`config.mk`:
```
export PLATFORM = sky130hd
export DESIGN_NAME = word_self_sync_scrambler
export DESIGN_NICKNAME = d
export VERILOG_FILES = /design/src/design/wss_pkg.sv /design/src/design/wss_cfg_regs.sv /design/src/design/word_self_sync_scrambler.sv
export SDC_FILE = /design/constraint.sdc
export NUM_CORES = 1
export LEC_CHECK = 0
export ABC_CLOCK_PERIOD_IN_PS = 4100
export BUFFER_PORTS_ARGS = -buffer_cell sky130_fd_sc_hd__buf_2
export CORE_MARGIN = 2
export CORE_UTILIZATION = 50
export DETAILED_ROUTE_END_ITERATION = 16
export PLACE_DENSITY = 0.79
export SLEW_MARGIN = 15
export SYNTH_ARGS = -nofsm -noshare
export SYNTH_HDL_FRONTEND = slang
export SYNTH_HIERARCHICAL = 1
export SYNTH_SLANG_ARGS = --single-unit
```
`constraint.sdc`:
```
create_clock -name clk -period 4.1 [get_ports clk]
set_input_delay 0.41 -clock clk [delete_from_list [all_inputs] [get_ports clk]]
set_output_delay 0.41 -clock clk [all_outputs]
set_load 0.02 [all_outputs]
```
`src/design/wss_pkg.sv`:
```
// Package: shared types and constants for the word self-synchronizing scrambler.
`default_nettype none

package wss_pkg;

  localparam int unsigned HISTORY_BITS = 32;
  localparam int unsigned WORD_BITS    = 16;
  localparam int unsigned ADDR_W       = 4;
  localparam int unsigned DATA_W       = 32;

  typedef enum logic [1:0] {
    REG_DIRECTION  = 2'd0,
    REG_BITS_WORD  = 2'd1,
    REG_FIRST_TAP  = 2'd2,
    REG_SECOND_TAP = 2'd3
  } wss_reg_t;

  typedef struct packed {
    logic       direction;
    logic [4:0] bits_per_word;
    logic [5:0] first_tap;
    logic [5:0] second_tap;
  } wss_cfg_t;

  localparam logic       DIR_SCRAMBLE   = 1'b0;
  localparam logic [4:0] BPW_RESET      = 5'd1;
  localparam logic [5:0] FIRST_RESET    = 6'd18;
  localparam logic [5:0] SECOND_RESET   = 6'd23;

endpackage

`default_nettype wire

```
`src/design/wss_cfg_regs.sv`:
```
// Configuration register file behind the APB-style port.
`default_nettype none

module wss_cfg_regs (
  input  wire logic                        clk,
  input  wire logic                        rst_n,
  input  wire logic                        psel,
  input  wire logic                        penable,
  input  wire logic                        pwrite,
  input  wire logic [wss_pkg::ADDR_W-1:0]  paddr,
  input  wire logic [wss_pkg::DATA_W-1:0]  pwdata,
  output logic      [wss_pkg::DATA_W-1:0]  prdata,
  output wss_pkg::wss_cfg_t                cfg,
  output logic                             cfg_wr
);

  wss_pkg::wss_cfg_t cfg_r;
  wss_pkg::wss_reg_t reg_sel;

  assign reg_sel = wss_pkg::wss_reg_t'(paddr[3:2]);
  assign cfg_wr  = psel && penable && pwrite;
  assign cfg     = cfg_r;

  always_ff @(posedge clk) begin
    if (!rst_n) begin
      cfg_r.direction     <= wss_pkg::DIR_SCRAMBLE;
      cfg_r.bits_per_word <= wss_pkg::BPW_RESET;
      cfg_r.first_tap     <= wss_pkg::FIRST_RESET;
      cfg_r.second_tap    <= wss_pkg::SECOND_RESET;
    end else if (cfg_wr) begin
      unique case (reg_sel)
        wss_pkg::REG_DIRECTION:  cfg_r.direction     <= pwdata[0];
        wss_pkg::REG_BITS_WORD:  cfg_r.bits_per_word <= pwdata[4:0];
        wss_pkg::REG_FIRST_TAP:  cfg_r.first_tap     <= pwdata[5:0];
        wss_pkg::REG_SECOND_TAP: cfg_r.second_tap    <= pwdata[5:0];
        default: ;
      endcase
    end
  end

  always_comb begin
    prdata = '0;
    unique case (reg_sel)
      wss_pkg::REG_DIRECTION:  prdata = {31'd0, cfg_r.direction};
      wss_pkg::REG_BITS_WORD:  prdata = {27'd0, cfg_r.bits_per_word};
      wss_pkg::REG_FIRST_TAP:  prdata = {26'd0, cfg_r.first_tap};
      wss_pkg::REG_SECOND_TAP: prdata = {26'd0, cfg_r.second_tap};
      default:                 prdata = '0;
    endcase
  end

endmodule

`default_nettype wire

```
`src/design/word_self_sync_scrambler.sv`:
```
// Top level: two-tap multi-bit self-synchronizing scrambler / descrambler.
//
// Input channel (in_valid / in_stall) carries data_word and last_in; the
// result channel (out_valid / out_stall) carries result_word and last_out.
// A transaction completes on a rising edge with valid high and stall low.
// Each input transaction yields exactly one result transaction, in order.
// Latency: the result is valid the cycle after the input is taken.
// Throughput: one word per cycle while in_stall is low; the 32-bit history is updated by one
// shift-and-XOR pass in the same cycle the word is taken.
// in_stall is raised only while the result register holds a word the
// receiver is stalling, or while reset is asserted.
// The APB-style port sets direction, bits per word and the two taps;
// any write clears the history. Write configuration only while idle.
// Reset (synchronous, rst_n low) clears the history, empties the result
// register and restores the default configuration.
`default_nettype none

module word_self_sync_scrambler (
  input  wire logic                        clk,
  input  wire logic                        rst_n,
  input  wire logic                        in_valid,
  output logic                             in_stall,
  input  wire logic [15:0]                 in_data_word,
  input  wire logic                        in_last_in,
  output logic                             out_valid,
  input  wire logic                        out_stall,
  output logic      [15:0]                 out_result_word,
  output logic                             out_last_out,
  input  wire logic                        psel,
  input  wire logic                        penable,
  input  wire logic                        pwrite,
  input  wire logic [wss_pkg::ADDR_W-1:0]  paddr,
  input  wire logic [wss_pkg::DATA_W-1:0]  pwdata,
  output logic      [wss_pkg::DATA_W-1:0]  prdata,
  output logic                             pready
);

  wss_pkg::wss_cfg_t cfg;
  logic              cfg_wr;

  logic [wss_pkg::HISTORY_BITS-1:0] history_r, history_nxt;
  logic [wss_pkg::HISTORY_BITS-1:0] hist_shift, term1, term2;
  logic                             out_valid_r, out_valid_nxt;
  logic [15:0]                      result_r;
  logic                             last_r;
  logic                             in_accept;
  logic [4:0]                       nbits;
  logic [5:0]                       diff1, diff2;
  logic [16:0]                      mask_w;
  logic [15:0]                      res_word;

  wss_cfg_regs u_cfg (
    .clk     (clk),
    .rst_n   (rst_n),
    .psel    (psel),
    .penable (penable),
    .pwrite  (pwrite),
    .paddr   (paddr),
    .pwdata  (pwdata),
    .prdata  (prdata),
    .cfg     (cfg),
    .cfg_wr  (cfg_wr)
  );

  assign pready    = 1'b1;
  assign in_stall  = !rst_n || (out_valid_r && out_stall);
  assign in_accept = in_valid && !in_stall;

  assign nbits = (cfg.bits_per_word > 5'd16) ? 5'd16 : cfg.bits_per_word;
  assign diff1 = cfg.first_tap - {1'b0, nbits};
  assign diff2 = cfg.second_tap - {1'b0, nbits};

  always_comb begin
    term1 = '0;
    term2 = '0;
    if ((cfg.first_tap >= {1'b0, nbits}) && !diff1[5]) begin
      term1 = history_r >> diff1[4:0];
    end
    if ((cfg.second_tap >= {1'b0, nbits}) && !diff2[5]) begin
      term2 = history_r >> diff2[4:0];
    end
  end

  assign mask_w     = (17'd1 << nbits) - 17'd1;
  assign res_word   = (term1[15:0] ^ term2[15:0] ^ in_data_word) & mask_w[15:0];
  assign hist_shift = history_r << nbits;

  always_comb begin
    history_nxt = history_r;
    if (cfg_wr) begin
      history_nxt = '0;
    end else if (in_accept) begin
      if (cfg.direction == wss_pkg::DIR_SCRAMBLE) begin
        history_nxt = hist_shift | {16'd0, res_word};
      end else begin
        history_nxt = hist_shift | {16'd0, in_data_word};
      end
    end
  end

  always_comb begin
    out_valid_nxt = out_valid_r;
    if (in_accept) begin
      out_valid_nxt = 1'b1;
    end else if (out_valid_r && !out_stall) begin
      out_valid_nxt = 1'b0;
    end
  end

  always_ff @(posedge clk) begin
    if (!rst_n) begin
      history_r   <= '0;
      out_valid_r <= 1'b0;
    end else begin
      history_r   <= history_nxt;
      out_valid_r <= out_valid_nxt;
    end
  end

  always_ff @(posedge clk) begin
    if (in_accept) begin
      result_r <= res_word;
      last_r   <= in_last_in;
    end
  end

  assign out_valid       = out_valid_r;
  assign out_result_word = result_r;
  assign out_last_out    = last_r;

endmodule

`default_nettype wire

```
==> results <==
- Setup repair after global routing left no endpoint under its margin.
- The top cell type by area accounts for 16.6% of the synthesized area.
- The element type at the critical path start is a register.
- The startpoint identified for the worst register-to-register timing path is u_cfg/cfg[16]$_SDFFE_PN0P_.
- The critical path capture point type is a register.
- The number of instances in the synthesized netlist is 1018.
- The start point of the worst hold path is in_last_in.
- The clock buffer count from CTS is 9.
- The count of synthesis-stage warnings from yosys is 6.
- The average cell area after synthesis is 8.81 um^2.
- Cell internal power was estimated by the tool at 1560 uW.
- Adding up every negative setup slack in the final design gives 0 ns.
- The endpoint of the lowest-slack register-to-register path is history_r[0]$_SDFFE_PP0P_.
- The sum of routed wire length over all layers is 28700 um.
- CTS built an H-tree with a depth of 3.
- Entering global routing, the biggest net connects 44 pins.
- For this block, the initial DRC count from the detailed router was 1306.
- After clock tree synthesis, the clock-pin slew on the worst setup and hold paths is 0.06 ns.
- The max-slew violation count is 0.
- Counting instances, the worst hold path has a depth of 1.
- The leakage power of the design is 0.00382 uW.
- Setup slack on the worst reg-to-reg path comes out at 0.24 ns.
- The number of flops mapped to enable cells by yosys is 17.
- Power spread over the standard cell area amounts to 249 mW/mm^2.
- The first TritonRoute pass finished after 8 iterations.
- After detailed routing, the number of remaining DRC violations is 0.
- The total of endpoints with negative setup slack in the final report is 0.
- Post-CTS repair changed the size of 0 cells.
- The worst slew slack as a fraction of its limit is 27.1%.
- The post-synth design cell area is 0.00897 mm^2.
- The overall die area is 0.0190 mm^2.
- The layout has 1519 filler cells.
- The multi-input combinational cells in the finished layout cover a total of 0.00676 mm^2.
- The final critical path takes up 94.2% of the cycle.
- The placed instances occupy a cell area of 0.00932 mm^2.
- The global routing usage summed across all routing layers is 30.6%.
- STA puts the critical path data required time at 4.38 ns.
- The tree is rooted in a sky130_fd_sc_hd__clkbuf_16.
- The post-route standard cell area excluding fillers is 0.00964 mm^2.
- The clock sink count is 68.
- Sorting the synthesized cells by area gives the leading types as sky130_fd_sc_hd__mux4_2 (17%), sky130_fd_sc_hd__mux2i_1 (16%), sky130_fd_sc_hd__dfxtp_1 (11%).
- The tightest min-delay check is of the in -> reg type.
- The core area is 0.0174 mm^2.
- The fraction of registers with async set or reset after synthesis is 0%.
- The count of hold buffers inserted by post-cts repair is 0.
- The power share of the combinational group is 31.7%.
- The number of global-route vias before repair is 8012.
- The proportion of synthesized chip area in sequential cells is 17.1%.
- The sequential cells in the finished layout cover a total of 0.00153 mm^2.
- The share of total power in the clock network is 35.0%.
- The synthesized netlist contains 82 unique library cells.
- TritonCTS built the clock tree.
- For the finished layout, the period the worst path requires is 3.86 ns.
- Across the routed clock network, the largest skew measured is 0.00935 ns.
- The number of antenna diodes in the final layout is 0.
- Cells with a size suffix above 1 make up 23.0% of the layout.
- Based on the critical path, the design can be clocked at up to 259 MHz.
- The tool flagged a number of max-cap violations equal to 0.
- The final hold violation count is 0.
- After detailed routing, the number of vias per cell comes to 6.94.
- The detailed router placed 8712 vias in this run.
- The critical path arrival is 4.14 ns.
- The total setup buffers inserted after CTS is 0.
- No sink is reached through more buffers than the 2 on the longest clock path.
- For this design the total switching power over the nets is 837 uW.
- The number of cells on the worst reg-to-reg path is 14.
- Net switching is 34.9% of the power.
- The most instantiated flip-flop cell in the synthesis netlist is sky130_fd_sc_hd__dfxtp_1.
- The path type of the worst setup path is reg -> reg.
- The die height is 138 um.
- By count the netlist is led by sky130_fd_sc_hd__mux2i_1 (140), sky130_fd_sc_hd__nand2_1 (100), sky130_fd_sc_hd__nor2_1 (71).
- In this run the tool buffered the top-level ports with 56 buffer cells.
- The path with the worst hold slack has its endpoint at out_last_out$_DFFE_PP_.
- After the last flow step, the layout net total stands at 1098.
- During I/O placement, the number of pins put on the boundary was 112.
- From left edge to right edge, the die measures 138 um.
- The global-route congestion overflow total is 0.
- The initial utilization of the core area, before any placement, comes to 51.5%.
- The most area-hungry cell type in the Yosys netlist is sky130_fd_sc_hd__mux4_2.
- The first global-routing pass estimated 44500 um of wire.
- The slew at the pin closest to its max-slew limit is 1.09 ns.
- The half-perimeter wire length after detailed placement is 20800 um.
- VDD sags by at most 0.000314 V.
- The average wire per standard cell is 22.9 um.
- The count of nets left with antenna violations once routing finished came out at 0.
- The portion of total power attributed to sequential cells is 33.2%.
- The insertion delay of the later-clocked pin in the worst-skew pair is 0.35 ns.
- The number of flip-flops and latches in the synthesized netlist is 68.
- The flow ran to the end, and the final reports show no timing, DRC or antenna violations.
- The cell with the most instances after synthesis is sky130_fd_sc_hd__mux2i_1.
- The initial antenna violation count came to 0.
- The area overhead of the layout relative to synthesis is 7.51%.
- Along the worst path, the maximum fanout reaches 8.
- At the end of routability-driven placement, the weighted congestion stood at 1.03.
- Row generation in the floorplan step produced 48 rows.
[kinds of logic (layout without fill, tap and decap cells)]
logic type | Yosys count | count (layout) | synth area share, %
xor+xnor | 35 | 35 | 4.05
compound gates | 212 | 212 | 16.0
fa+ha+maj | 13 | 13 | 1.98
buf+inv | 155 | 142 | 9.01
other cells | 2 | 27 | 0.0838
flops | 68 | 68 | 17.1
simple gates | 307 | 307 | 16.9
mux | 226 | 226 | 34.9
[critical path: stages (launching register included)]
cell and delay, ns:
sky130_fd_sc_hd__dfxtp_1 0.32, sky130_fd_sc_hd__nand2b_2 0.13, sky130_fd_sc_hd__inv_1 0.08, sky130_fd_sc_hd__ha_2 0.20
sky130_fd_sc_hd__fa_2 0.44, sky130_fd_sc_hd__nand2b_1 0.19, sky130_fd_sc_hd__a21oi_2 0.24, sky130_fd_sc_hd__xnor2_1 0.32
sky130_fd_sc_hd__buf_4 0.30, sky130_fd_sc_hd__mux4_2 0.51, sky130_fd_sc_hd__nor2_1 0.27, sky130_fd_sc_hd__xor2_1 0.20
sky130_fd_sc_hd__xnor2_1 0.12, sky130_fd_sc_hd__or3_1 0.32, sky130_fd_sc_hd__a31oi_1 0.15
[final cells by class]
class                   count  share of cell area, %
well taps                 225                   2.92
inverters                  19                  0.740
clock buffers              10                   2.60
repair buffers            107                   7.01
multi-input cells         820                   70.1
flip-flops and latches     68                   15.9
clock inverters             6                  0.714
[metal layers]
| layer | global-route usage, % | vias to the layer above | share of wire, % |
|---|---|---|---|
| li1 | - | 3777 | - |
| met1 | 41.6 | 4078 | 38 |
| met2 | 45.0 | 740 | 43 |
| met3 | 8.66 | 117 | 14 |
| met4 | 14.1 | 0 | 4.9 |
| met5 | 0 | - | 0 |
[stage by stage]
step | util, % | worst slack [ns] | power (uW) | hold slack [ns] | instances
floorplan | - | 0.00863 | 1360 | 0.447 | 1043
global placement | 53.5 | 0.355 | 1520 | 0.468 | 1239
CTS | 55.3 | 0.298 | 2360 | 0.234 | 1255
finish | 55.3 | 0.237 | 2400 | 0.238 | 1255
detailed placement | 53.5 | 0.318 | 1540 | 0.472 | 1239
global route | 55.3 | 0.0518 | 2470 | 0.237 | 1255
[flip-flops by register name, summed over array words and instances (netlist names)]
| name | count |
|---|---|
| out_last_out | 1 |
| u_cfg/cfg | 18 |
| out_valid | 1 |
| out_result_word | 16 |
| history_r | 32 |
[worst max-delay path by stage]
stage | from | endpoint | cells after the start
6_report | u_cfg/cfg[16]$_SDFFE_PN0P_ | history_r[0]$_SDFFE_PP0P_ | 14
5_1_grt | u_cfg/cfg[16]$_SDFFE_PN0P_ | history_r[6]$_SDFFE_PP0P_ | 15
4_1_cts | u_cfg/cfg[16]$_SDFFE_PN0P_ | history_r[0]$_SDFFE_PP0P_ | 14
3_5_place_dp | u_cfg/cfg[16]$_SDFFE_PN0P_ | history_r[0]$_SDFFE_PP0P_ | 14
3_3_place_gp | u_cfg/cfg[16]$_SDFFE_PN0P_ | history_r[0]$_SDFFE_PP0P_ | 14
2_1_floorplan | u_cfg/cfg[12]$_SDFFE_PN1P_ | history_r[8]$_SDFFE_PP0P_ | 18
[power by group through the flow]
stage	registers, uW	logic [uW]	clock network (uW)
finish	797	760	840
global route	798	807	864
CTS	789	738	838
detailed placement	804	733	0
global placement	802	720	0
floorplan	756	602	0
[cells in the final DEF (no fill, tap or decap), types with 47 or more instances in the layout]
cell type,count
sky130_fd_sc_hd__mux2i_1,140
sky130_fd_sc_hd__nand2_1,100
sky130_fd_sc_hd__buf_4,50
sky130_fd_sc_hd__o21ai_0,48
sky130_fd_sc_hd__nor2_1,70
sky130_fd_sc_hd__buf_2,56
sky130_fd_sc_hd__dfxtp_1,51
sky130_fd_sc_hd__a21oi_1,47
sky130_fd_sc_hd__mux4_2,66
Power figures use the tool's default switching activity.
